[config.mk]
export PLATFORM = sky130hd
export DESIGN_NAME = hpq_engine
export DESIGN_NICKNAME = d
export VERILOG_FILES = /design/src/rtl/core/hpq_pkg.sv /design/src/rtl/core/hpq_engine.sv
export SDC_FILE = /design/constraint.sdc
export NUM_CORES = 1
export LEC_CHECK = 0
export BUFFER_PORTS_ARGS = -buffer_cell sky130_fd_sc_hd__buf_2
export CAP_MARGIN = 0
export CELL_PAD_IN_SITES_DETAIL_PLACEMENT = 0
export CELL_PAD_IN_SITES_GLOBAL_PLACEMENT = 1
export CORE_MARGIN = 4
export CORE_UTILIZATION = 35
export DETAILED_ROUTE_END_ITERATION = 10
export GPL_TIMING_DRIVEN = 0
export MAX_ROUTING_LAYER = met4
export PLACE_DENSITY = 0.77
export SLEW_MARGIN = 40
export SYNTH_ARGS = -nofsm -noshare
export SYNTH_HDL_FRONTEND = slang
export SYNTH_SLANG_ARGS = --single-unit
[constraint.sdc]
create_clock -name clk -period 6.1 [get_ports clk]
set_clock_uncertainty 0.15 [all_clocks]
set_input_delay 0.305 -clock clk [delete_from_list [all_inputs] [get_ports clk]]
set_output_delay 0.305 -clock clk [all_outputs]
set_load 0.1 [all_outputs]
[src/rtl/core/hpq_pkg.sv]
// hpq_pkg: shared types and codes for the binary max-heap priority queue
// request and result item structs, operation and status codes
// no dependencies
package hpq_pkg;

    typedef logic signed [31:0] key_t;

    localparam logic OP_INSERT  = 1'b0;
    localparam logic OP_EXTRACT = 1'b1;

    typedef logic [1:0] status_t;
    localparam status_t ST_OK    = 2'd0;
    localparam status_t ST_EMPTY = 2'd1;
    localparam status_t ST_FULL  = 2'd2;

    localparam key_t NONE_KEY = -32'sd1;

    localparam int COUNT_FIELD_W = 11;

    typedef struct packed {
        logic op;
        key_t key_value;
    } in_item_t;

    typedef struct packed {
        key_t                     extracted_key;
        key_t                     top_key;
        logic [COUNT_FIELD_W-1:0] entry_count;
        status_t                  status;
    } out_item_t;

endpackage

[src/rtl/core/hpq_engine.sv]
// hpq_engine: sequencer for insert / sift-up and extract / sift-down
// drives the heap store read and write ports; depends on hpq_pkg
module hpq_engine #(
    parameter int CAPACITY = 1024,
    parameter int AW       = 10,
    parameter int CW       = 11
) (
    input  logic               clk,
    input  logic               rst_n,
    input  logic               req_valid,
    output logic               req_ready,
    input  hpq_pkg::in_item_t  req,
    output logic               res_valid,
    input  logic               res_ready,
    output hpq_pkg::out_item_t res,
    output logic               we,
    output logic [AW-1:0]      waddr,
    output hpq_pkg::key_t      wdata,
    output logic [AW-1:0]      raddr_a,
    output logic [AW-1:0]      raddr_b,
    input  hpq_pkg::key_t      rdata_a,
    input  hpq_pkg::key_t      rdata_b
);
    import hpq_pkg::*;

    localparam int XW = CW + 1;
    localparam logic [CW-1:0] CAP_COUNT = CW'(CAPACITY);

    typedef enum logic [6:0] {
        S_IDLE   = 7'b0000001,
        S_UP_RD  = 7'b0000010,
        S_UP_CMP = 7'b0000100,
        S_DN_KEY = 7'b0001000,
        S_DN_RD  = 7'b0010000,
        S_DN_CMP = 7'b0100000,
        S_DONE   = 7'b1000000
    } state_t;

    state_t        state_reg, state_next;
    logic [CW-1:0] count_reg, count_next;
    logic [AW-1:0] pos_reg, pos_next;
    key_t          key_reg, key_next;
    key_t          root_reg;
    key_t          extracted_reg, extracted_next;
    status_t       status_reg, status_next;

    logic [AW-1:0] parent_idx;
    logic [XW-1:0] left_idx, right_idx, count_x;
    logic [CW-1:0] last_idx;
    logic          left_ok, right_ok, left_gt, right_gt;
    key_t          best_val;
    logic [CW+COUNT_FIELD_W-1:0] count_wide;

    // index arithmetic
    assign parent_idx = (pos_reg - AW'(1)) >> 1;
    assign left_idx   = XW'({pos_reg, 1'b0}) + XW'(1);
    assign right_idx  = XW'({pos_reg, 1'b0}) + XW'(2);
    assign count_x    = XW'(count_reg);
    assign last_idx   = count_reg - CW'(1);

    // child selection, left wins a tie, moves only on strict compare
    assign left_ok  = left_idx < count_x;
    assign right_ok = right_idx < count_x;
    assign left_gt  = left_ok && (rdata_a > key_reg);
    assign best_val = left_gt ? rdata_a : key_reg;
    assign right_gt = right_ok && (rdata_b > best_val);

    // read addresses
    always_comb
    begin
        raddr_a = last_idx[AW-1:0];
        raddr_b = right_idx[AW-1:0];
        case (state_reg)
            S_UP_RD: raddr_a = parent_idx;
            S_DN_RD: raddr_a = left_idx[AW-1:0];
            default: raddr_a = last_idx[AW-1:0];
        endcase
    end

    // sequencer
    always_comb
    begin
        state_next     = state_reg;
        count_next     = count_reg;
        pos_next       = pos_reg;
        key_next       = key_reg;
        extracted_next = extracted_reg;
        status_next    = status_reg;
        we             = 1'b0;
        waddr          = pos_reg;
        wdata          = key_reg;
        case (state_reg)
            S_IDLE:
            begin
                if (req_valid)
                begin
                    extracted_next = NONE_KEY;
                    status_next    = ST_OK;
                    key_next       = req.key_value;
                    if (req.op == OP_INSERT)
                    begin
                        if (count_reg >= CAP_COUNT)
                        begin
                            status_next = ST_FULL;
                            state_next  = S_DONE;
                        end
                        else
                        begin
                            pos_next   = count_reg[AW-1:0];
                            count_next = count_reg + CW'(1);
                            state_next = S_UP_RD;
                        end
                    end
                    else if (count_reg == '0)
                    begin
                        status_next = ST_EMPTY;
                        state_next  = S_DONE;
                    end
                    else
                    begin
                        // last entry is being read this cycle
                        extracted_next = root_reg;
                        count_next     = last_idx;
                        state_next     = S_DN_KEY;
                    end
                end
            end
            S_UP_RD:
            begin
                if (pos_reg == '0)
                begin
                    we         = 1'b1;
                    state_next = S_DONE;
                end
                else
                begin
                    state_next = S_UP_CMP;
                end
            end
            S_UP_CMP:
            begin
                we = 1'b1;
                if (rdata_a < key_reg)
                begin
                    // parent drops into the hole
                    wdata      = rdata_a;
                    pos_next   = parent_idx;
                    state_next = S_UP_RD;
                end
                else
                begin
                    state_next = S_DONE;
                end
            end
            S_DN_KEY:
            begin
                key_next = rdata_a;
                pos_next = '0;
                if (count_reg == '0)
                begin
                    state_next = S_DONE;
                end
                else
                begin
                    state_next = S_DN_RD;
                end
            end
            S_DN_RD:
            begin
                state_next = S_DN_CMP;
            end
            S_DN_CMP:
            begin
                we = 1'b1;
                if (left_gt || right_gt)
                begin
                    // larger child rises into the hole
                    wdata      = right_gt ? rdata_b : rdata_a;
                    pos_next   = right_gt ? right_idx[AW-1:0] : left_idx[AW-1:0];
                    state_next = S_DN_RD;
                end
                else
                begin
                    state_next = S_DONE;
                end
            end
            S_DONE:
            begin
                if (res_ready)
                begin
                    state_next = S_IDLE;
                end
            end
            default:
            begin
                state_next = S_IDLE;
            end
        endcase
    end

    // control registers
    always_ff @(posedge clk or negedge rst_n)
    begin
        if (!rst_n)
        begin
            state_reg <= S_IDLE;
            count_reg <= '0;
        end
        else
        begin
            state_reg <= state_next;
            count_reg <= count_next;
        end
    end

    // payload registers, root copy mirrors every write to entry zero
    always_ff @(posedge clk)
    begin
        pos_reg       <= pos_next;
        key_reg       <= key_next;
        extracted_reg <= extracted_next;
        status_reg    <= status_next;
        if (we && waddr == '0)
        begin
            root_reg <= wdata;
        end
    end

    // result
    assign count_wide        = (CW + COUNT_FIELD_W)'(count_reg);
    assign req_ready         = (state_reg == S_IDLE);
    assign res_valid         = (state_reg == S_DONE);
    assign res.extracted_key = extracted_reg;
    assign res.top_key       = (count_reg != '0) ? root_reg : NONE_KEY;
    assign res.entry_count   = count_wide[COUNT_FIELD_W-1:0];
    assign res.status        = status_reg;

    // checks
    a_count_bound: assert property (@(posedge clk) disable iff (!rst_n)
        count_reg <= CAP_COUNT)
        else $error("held count above capacity");

    a_write_in_range: assert property (@(posedge clk) disable iff (!rst_n)
        we |-> (XW'(waddr) < count_x))
        else $error("heap write outside held entries");

    a_no_rw_overlap: assert property (@(posedge clk) disable iff (!rst_n)
        (we && (state_reg == S_UP_CMP)) |-> (waddr != parent_idx))
        else $error("sift-up write collides with parent read");

    a_done_holds: assert property (@(posedge clk) disable iff (!rst_n)
        (res_valid && !res_ready) |=> (res_valid && $stable(count_reg)))
        else $error("result dropped before handoff");

endmodule

== After elaboration in Yosys (flattened, before gate mapping) ==
Index checks and enable logic that the tools add are counted.

* Flip-flop bits (word level): 126
* Input bits: 101
* Output and inout port bits: 142

* Add/subtract/negate cells: 5
* Magnitude comparators: 6
* Eq/ne operators: 15
* Multiplexer cells: 34
* Bitwise operators: 1
* Reductions and logical operators: 16

{| class="wikitable"
|+ Operator list
! kind !! number
|-
| 2-to-1 mux 32 bit || 6
|-
| one-hot mux 32 bit (2 select lines) || 2
|-
| > comparator 32 bit || 2
|-
| 2-to-1 mux 7 bit || 9
|-
| 2-to-1 mux 10 bit || 6
|-
| one-hot mux 7 bit (7 select lines) || 1
|-
| one-hot mux 10 bit (4 select lines) || 1
|-
| 2-to-1 mux 11 bit || 3
|-
| less-than comparator 32 bit || 1
|-
| less-than comparator 12 x 11 -> 1 bit || 2
|-
| one-hot mux 10 bit (2 select lines) || 1
|-
| != test 2 bit (second input constant) || 7
|-
| adder 11 x 1 -> 12 bit (second input constant) || 1
|-
| adder 11 x 2 -> 12 bit (second input constant) || 1
|-
| adder 11 x 1 -> 11 bit (second input constant) || 1
|-
| greater-or-equal comparator 11 bit (second input constant) || 1
|-
| logical NOT 11 bit || 1
|-
| nonzero test 11 bit || 1
|-
| subtractor 11 x 1 -> 11 bit (second input constant) || 1
|-
| logical NOT 10 bit || 1
|-
| subtractor 10 x 1 -> 10 bit (second input constant) || 1
|-
| == test 7 x 1 -> 1 bit (second input constant) || 1
|-
| == test 7 x 2 -> 1 bit (second input constant) || 1
|-
| == test 7 x 3 -> 1 bit (second input constant) || 1
|-
| 17 further kinds || 24
|}

== Longest topological paths before layout ==
Gate-level depths: netlist of the first run.

* Depth in word-level cells: 9
* Mapped depth: 22
* Mapped depth without buffers: 18

== Least setup slack after synthesis of the first run ==
No wires, ideal clock.

* Kind: reg2reg
* Start point: register pos_reg[0] (netlist: waddr[0])
* End point: register root_reg[11], data pin
* Library setup time: 490 ps
* Arrival time: 7,158 ps
* Slack: -1,698 ps
* Stages on the path, launching flop included: 21
* Path buffers: 3
* Clock period less this slack: 7,798 ps
* Path through: edfxtp_1 > inv_1 > ha_1 > nor2b_1 > o211ai_1 > a21oi_1 > o21ai_0 > nor4bb_1 > buf_2 > buf_2 > mux2i_1 > ha_1 > a21oi_1 > o21ai_0 > a221o_1 > o31a_1 > a2111oi_4 > mux2i_1 > nand2_1 > buf_2 > o211ai_1

* Elaborated cells on any way between the ends: 12

{| class="wikitable"
|+ RTL lines
! item !! RTL line !! source
|-
| start, declared || hpq_engine.sv:41 || <nowiki>logic [AW-1:0] pos_reg, pos_next;</nowiki>
|-
| start signal, assigned || hpq_engine.sv:219 || <nowiki>pos_reg <= pos_next;</nowiki>
|-
| adder 11 x 2 -> 12 bit (*) || hpq_engine.sv:57 || <nowiki>assign right_idx = XW'({pos_reg, 1'b0}) + XW'(2);</nowiki>
|-
| net raddr_b[1] || hpq_engine.sv:20 || <nowiki>output logic [AW-1:0] raddr_b,</nowiki>
|-
| less-than comparator 12 x 11 -> 1 bit (*) || hpq_engine.sv:63 || <nowiki>assign right_ok = right_idx < count_x;</nowiki>
|-
| logical AND 1 bit (*) || hpq_engine.sv:66 || <nowiki>assign right_gt = right_ok && (rdata_b > best_val);</nowiki>
|-
| 2-to-1 mux 32 bit or logical OR 1 bit (tied branches) || hpq_engine.sv:178, hpq_engine.sv:175 ||
|-
| 2-to-1 mux 32 bit (*) || hpq_engine.sv:175 || <nowiki>if (left_gt || right_gt)</nowiki>
|-
| one-hot mux 32 bit (2 select lines) (*) || hpq_engine.sv:92 || <nowiki>case (state_reg)</nowiki>
|-
| net wdata[11] || hpq_engine.sv:18 || <nowiki>output hpq_pkg::key_t wdata,</nowiki>
|-
| end signal, assigned || hpq_engine.sv:225 || <nowiki>root_reg <= wdata;</nowiki>
|-
| end, declared || hpq_engine.sv:43 || <nowiki>key_t root_reg;</nowiki>
|}

The timed path passes the listed nets; every way through them passes the cells marked *.
A chain may end at the register's enable or synchronous reset.

== Worst setup path after layout of the first run ==
* Start point: register key_reg[14]
* End point: output port wdata[10]

* Longest elaborated chain between the ends: 8
* Elaborated cells on any way between the ends: 11

{| class="wikitable"
|+ RTL lines
! item !! RTL line !! source
|-
| start, declared || hpq_engine.sv:42 || <nowiki>key_t key_reg, key_next;</nowiki>
|-
| start signal, assigned || hpq_engine.sv:220 || <nowiki>key_reg <= key_next;</nowiki>
|-
| > comparator 32 bit || hpq_engine.sv:64 || <nowiki>assign left_gt = left_ok && (rdata_a > key_reg);</nowiki>
|-
| logical AND 1 bit || hpq_engine.sv:64 ||
|-
| 2-to-1 mux 32 bit || hpq_engine.sv:65 || <nowiki>assign best_val = left_gt ? rdata_a : key_reg;</nowiki>
|-
| > comparator 32 bit || hpq_engine.sv:66 ||
|-
| logical AND 1 bit || hpq_engine.sv:66 ||
|-
| 2-to-1 mux 32 bit or logical OR 1 bit (tied branches) || hpq_engine.sv:178, hpq_engine.sv:175 ||
|-
| 2-to-1 mux 32 bit || hpq_engine.sv:175 ||
|-
| one-hot mux 32 bit (2 select lines) (*) || hpq_engine.sv:92 ||
|-
| end, declared || hpq_engine.sv:18 ||
|}

Mark *: on every way between the ends. The rest lies on a longest branch, timed or not.

==> results of run 1 <==
## logic make-up (layout without fill, tap and decap cells)
| kind of cell | count (synthesis) | count (layout) | share of synthesized area (%) |
|---|---|---|---|
| AND/OR/NAND/NOR | 408 | 409 | 19.8 |
| AO/OA/AOI/OAI | 149 | 149 | 11.7 |
| buffers and inverters | 146 | 526 | 6.21 |
| flip-flops | 126 | 126 | 39.5 |
| adder cells (fa/ha/maj) | 90 | 90 | 12.0 |
| multiplexers | 70 | 70 | 7.57 |
| XOR/XNOR | 34 | 34 | 3.18 |
| other | 1 | 3 | 0.0401 |
## power breakdown
group	internal (uW)	switching, uW
logic	1860	3500
registers	1210	171
clock network	550	478
## through the flow
step           power, uW  hold WS, ps  util [%]  cells
6_report            7760         16.0      52.5   1742
2_1_floorplan       4570         -141         -   1024
3_3_place_gp        5460          141      42.4   1599
4_1_cts             7500         6.48      51.0   1715
3_5_place_dp        5490          140      42.5   1600
5_1_grt             8100         18.6      52.5   1742
## cell type report
type,instances,area [um2]
Inverter,91,345
Multi-Input combinational cell,753,5760
Fill cell,2369,12500
Buffer,54,362
Timing Repair Buffer,349,2560
Clock inverter,15,170
Clock buffer,17,425
Tap cell,335,419
Sequential cell,126,3700
Antenna cell,2,5.00
## Yosys cell counts (6+ instances only)
| cell type | number | share of area [%] |
|---|---|---|
| inv_1 | 90 | 3.6 |
| nand3_1 | 42 | 2.2 |
| nand2_1 | 181 | 7.3 |
| mux2i_1 | 67 | 7.2 |
| a21oi_1 | 42 | 2.2 |
| dfrtp_1 | 17 | 4.5 |
| nor3b_1 | 7 | 0.56 |
| ha_1 | 90 | 12 |
| o221ai_1 | 14 | 1.3 |
| and3_1 | 7 | 0.47 |
| o211ai_1 | 30 | 2.4 |
| buf_2 | 11 | 0.59 |
| nor2_1 | 92 | 3.7 |
| clkbuf_1 | 37 | 1.5 |
| nor4_1 | 10 | 0.67 |
| a21o_1 | 8 | 0.64 |
| nor3_1 | 16 | 0.86 |
| xnor2_1 | 27 | 2.5 |
| o21ai_0 | 13 | 0.70 |
| nand4_1 | 13 | 0.87 |
| xor2_1 | 7 | 0.66 |
| edfxtp_1 | 108 | 35 |
| nor2b_1 | 6 | 0.40 |
## metal layers
metal | routed length, um | vias up | GRT usage, % | part of all wire (%)
met2 | 16900 | 384 | 38.5 | 47
met3 | 2460 | 63 | 3.47 | 6.8
met4 | 878 | 0 | 6.44 | 2.4
met5 | 0 | - | - | 0
li1 | - | 4402 | - | -
met1 | 16000 | 4402 | 33.3 | 44
## worst reg2reg max path, cell delays in order (launching register included)
cell	delay, ps
edfxtp_1	390
inv_2	70
ha_4	260
nand4_1	180
nor3_2	270
a21boi_2	230
o41a_1	270
o22ai_4	120
nor4bb_2	280
buf_4	210
buf_12	120
buf_12	140
mux2i_4	300
ha_4	180
nand4_1	150
buf_4	190
nor4_2	290
a21boi_2	240
o31a_1	220
a2111oi_4	50
buf_6	150
buf_4	140
xnor2_2	120
or4_4	540
o221ai_4	280
buf_4	160
buf_4	110
## worst max-delay path by stage
stage / startpoint / to / slack (ps) / cells past startpoint
final: key_reg[14] / wdata[10] / -400 / 25
after detailed placement: rdata_a[31] / wdata[4] / -1180 / 19
after CTS: key_reg[19] / wdata[17] / -250 / 23
after global placement: rdata_a[31] / wdata[6] / -1130 / 19
after floorplan: waddr[0] / root_reg[11] / -1550 / 20
after global routing: key_reg[14] / wdata[7] / -630 / 25
## repair_timing
action / in CTS / in global routing
buffers inserted: 60 / 21
endpoints found under the setup margin: 85 / 62
pin swaps: 47 / 25
endpoints found under the hold margin: 38 / 0
hold buffers: 22 / 0
resized for setup: 195 / 25
cloned: 2 / 4
==> impl_metrics.tcl, run 1 <==
set metrics [dict create \
    drive_gt1_share_pct 34.6 \
    hold_viol_final 0 \
    grt_max_degree 35 \
    critPathSlowestCell "edfxtp_1" \
    max_stage_delay_ps 390 \
    r2r_cells 26 \
    grt_first_pass_wirelength_mm 53.3 \
    cts_root_buffer "clkbuf_16" \
    leakagePower_uw 0.00623 \
    drcViolationCount 0 \
    synth_seq_cells 126 \
    drt_iter0_markers 715 \
    synth-main-ff-cell "edfxtp_1" \
    cp_max_fo 7 \
    fin_area_mm2 0.0137 \
    holdPathStages 3 \
    end_kind "output port" \
    max_slew_margin_pct 44.3 \
    fin_crit_ps 6500 \
    place_ws_ps -1180 \
    die_w_um 171 \
    layout_common_cells "212 x buf_2, 179 x nand2_1, 108 x edfxtp_1" \
    fin_nets 1583 \
    clk_pin_slew_ps 80 \
    dr_total_vias 9251 \
    fin_ws_ps -403 \
    slew_viol_final 0 \
    r2r_start "key_reg[14]" \
    layout_commonest_cell "buf_2" \
    ys_types 65 \
    synthCells 1024 \
    critical_path_class "reg2out" \
    antenna_found_initial 2 \
    gp_congestion 0.921 \
    synth.avg_cell_area_um2 9.13 \
    outcome "finished with violations" \
    holdPathEnd "key_reg[15]" \
    power.density_mw_per_mm2 565 \
    path_common_cell "buf_12" \
    core_mm2 0.0262 \
    netlist_area_mm2 0.00935 \
    crit_buf_inv 8 \
    syn2layout_area_growth_pct 47.0 \
    cts_tree "built" \
    worst-endpoint-arrival_ps 6050 \
    placed_area_mm2 0.0111 \
    cts_buffer_depth 2 \
    worst_pin_slew_ps 836 \
    synth_edf_count 108 \
    viasPerCell 5.31 \
    rr_endpoint "root_reg[15]" \
    cap_violations 0 \
    io_buffers 240 \
    cts_inserted_buffers 17 \
    ios 243 \
    drt-total-wl_mm 36.2 \
    rrSetupSlack_ps 170 \
    cp.required_ps 5640 \
    ys_seq_area_share_pct 39.5 \
    holdCritPathClass "in2reg" \
    ir_drop_mv 0.549 \
    wl_per_cell_um 20.8 \
    postSynth.asyncResetShare_pct 14.3 \
    die_height_um 171 \
    max_freq_mhz 154 \
    rsz0062_at_grt "yes" \
    clkSinkCount 126 \
    hpwl_mm 27.0 \
    htreeDepth 4 \
    cp-start-kind "flip-flop" \
    rows 59 \
    violations "negative setup slack" \
    setup_viol 32 \
    drtAntennaViolNets 0 \
    first_global_vias 9004 \
    min_from "req[15]" \
    overflow 0 \
    initial_core_util_pct 35.7 \
    cp_top_family "compound AO/OA/AOI/OAI gates" \
    die-area_mm2 0.0294 \
    yosysWarnings 0 \
    firstDrtPassIters 5 \
    clk_latency_ps 430 \
    min_period_over_period_pct 107 \
    grt_use_total_pct 24.4 \
    synth_nets 1215 \
    fin_setup_tns_ps -9910 \
]
Power figures use the tool's default switching activity.
==> run 2: changes to the inputs <==
Settings changed: CTS_CLUSTER_SIZE set to 30, PLACE_DENSITY 0.77 to 0.73.
==> run 2 against run 1 <==
The flow still finishes with violations (negative setup slack). Final cell count shrank 0.40%. Final area grew 0.52%. Critical path depth shrank 3. Combinational power is essentially flat. Highest routed layer unchanged.
==> impl_metrics.tcl, run 2 (synthesis results as in run 1) <==
set metrics [dict create \
    layout_common_cells "212 x buf_2, 178 x nand2_1, 108 x edfxtp_1" \
    max_freq_mhz 151 \
    drive_gt1_share_pct 34.0 \
    slew_viol_final 0 \
    layout_commonest_cell "buf_2" \
    io_buffers 240 \
    outcome "finished with violations" \
    drt_iter0_markers 598 \
    die-area_mm2 0.0294 \
    holdCritPathClass "in2reg" \
    worst_pin_slew_ps 802 \
    power.switching_uw 4140 \
    clockPowerShare_pct 13.3 \
    dr_total_vias 9126 \
    hold_slack_ps 4.66 \
    hpwl_mm 26.8 \
    overflow 0 \
    power.density_mw_per_mm2 560 \
    initial_core_util_pct 35.7 \
    drt-total-wl_mm 35.2 \
    clkSinkCount 126 \
    comb_power_share_pct 68.8 \
    wl_per_cell_um 20.3 \
    cts_root_buffer "clkbuf_16" \
    die_height_um 171 \
    internal_power_uw 3600 \
    drcViolationCount 0 \
    die_w_um 171 \
    cts_buffer_depth 2 \
    grt_first_pass_wirelength_mm 51.1 \
    cp_max_fo 6 \
    swShare_pct 53.5 \
    holdPathStages 3 \
    min_period_over_period_pct 109 \
    critical_path_class "reg2out" \
    setup_viol 32 \
    worst-endpoint-arrival_ps 6170 \
    clk_pin_slew_ps 70 \
    ir_drop_mv 0.450 \
    cts_inserted_buffers 17 \
    firstDrtPassIters 5 \
    core_mm2 0.0262 \
    r2r_cells 25 \
    max_slew_margin_pct 46.1 \
    pwr-share-seq_pct 17.9 \
    fin_crit_ps 6630 \
    cp-start-kind "flip-flop" \
    cap_violations 0 \
    end_kind "output port" \
    fin_ws_ps -529 \
    leakagePower_uw 0.00620 \
    hold_viol_final 0 \
    rows 59 \
    viasPerCell 5.26 \
    drtAntennaViolNets 0 \
    fin_nets 1576 \
    violations "negative setup slack" \
    clk_latency_ps 430 \
    rsz0062_at_grt "yes" \
    cp.required_ps 5640 \
    antenna_found_initial 2 \
    first_global_vias 8757 \
    place_ws_ps -1240 \
    gp_congestion 0.911 \
    htreeDepth 4 \
    syn2layout_area_growth_pct 47.7 \
    grt_use_total_pct 23.6 \
    ios 243 \
    cts_tree "built" \
    grt_max_degree 35 \
]
-- run 2: final cells by class --
| cell class | count | area [um2] |
|---|---|---|
| well taps | 335 | 419 |
| fillers | 2368 | 12400 |
| clock inverters | 15 | 168 |
| multi-input cells | 752 | 5890 |
| flip-flops and latches | 126 | 3700 |
| diodes | 2 | 5.00 |
| plain buffers | 52 | 292 |
| clock buffers | 17 | 425 |
| repair buffers | 345 | 2580 |
| inverters | 91 | 345 |
-- run 2: final timing paths --
| check | from | end | slack [ps] |
|---|---|---|---|
| worst max-delay path | key_reg[17] | wdata[3] | -530 |
| worst min-delay path | req[15] | key_reg[15] | 5 |
| worst max register to register | key_reg[17] | root_reg[10] | 40 |
| worst min register to register | root_reg[22] | extracted_reg[22] | 370 |
| max in group asynchronous | rst_n | state_reg[0] | 5230 |
| min in group asynchronous | rst_n | count_reg[7] | 210 |
-- run 2: through the flow --
step	cells	setup TNS [ps]	util [%]	total power (uW)	area, um2
6_report	1735	-14240	52.7	7740	13800
5_1_grt	1735	-21090	52.7	8090	13800
4_1_cts	1711	-8950	50.4	7290	13200
3_5_place_dp	1601	-56370	42.6	5510	11200
3_3_place_gp	1599	-51190	42.4	5470	11100
2_1_floorplan	1024	-82190	-	4570	9490
-- run 2: power groups by stage --
stage	logic (uW)	clock network, uW	registers [uW]
2_1_floorplan	2610	0	1960
3_3_place_gp	4090	0	1380
3_5_place_dp	4150	0	1370
5_1_grt	5600	1080	1400
4_1_cts	4880	1040	1370
6_report	5330	1030	1380
-- run 2: critical path, cell delays in order, from the launching register on --
cell and delay [ps]:
edfxtp_1 390, inv_2 70, ha_4 260, nand4_1 240, nor4_4 450, o41a_1 360, o22ai_4 140, nor4bb_2 290
buf_4 220, buf_6 200, mux2i_4 290, ha_4 240, a21oi_2 130, o21ai_2 80, a221o_1 290, o31a_1 320
a2111oi_4 200, buf_4 190, buf_6 110, xnor2_2 50, or4_4 640, o221ai_4 340, buf_12 220
-- run 2: layer usage --
layer | up-vias | GRT usage [%] | wire length [um]
met5 | - | - | 0
met4 | 0 | 8.82 | 1160
met3 | 75 | 3.52 | 1920
met2 | 337 | 35.6 | 15900
met1 | 4332 | 32.4 | 16200
li1 | 4382 | - | -
-- run 2: repair_timing --
action                                  CTS  global route
gates resized for setup                 174            70
pin swaps                                35            33
hold endpoints to repair                 40             0
endpoints found under the setup margin   86            68
buffers inserted                         53            24
cloned                                    2             1
hold buffers                             24             0
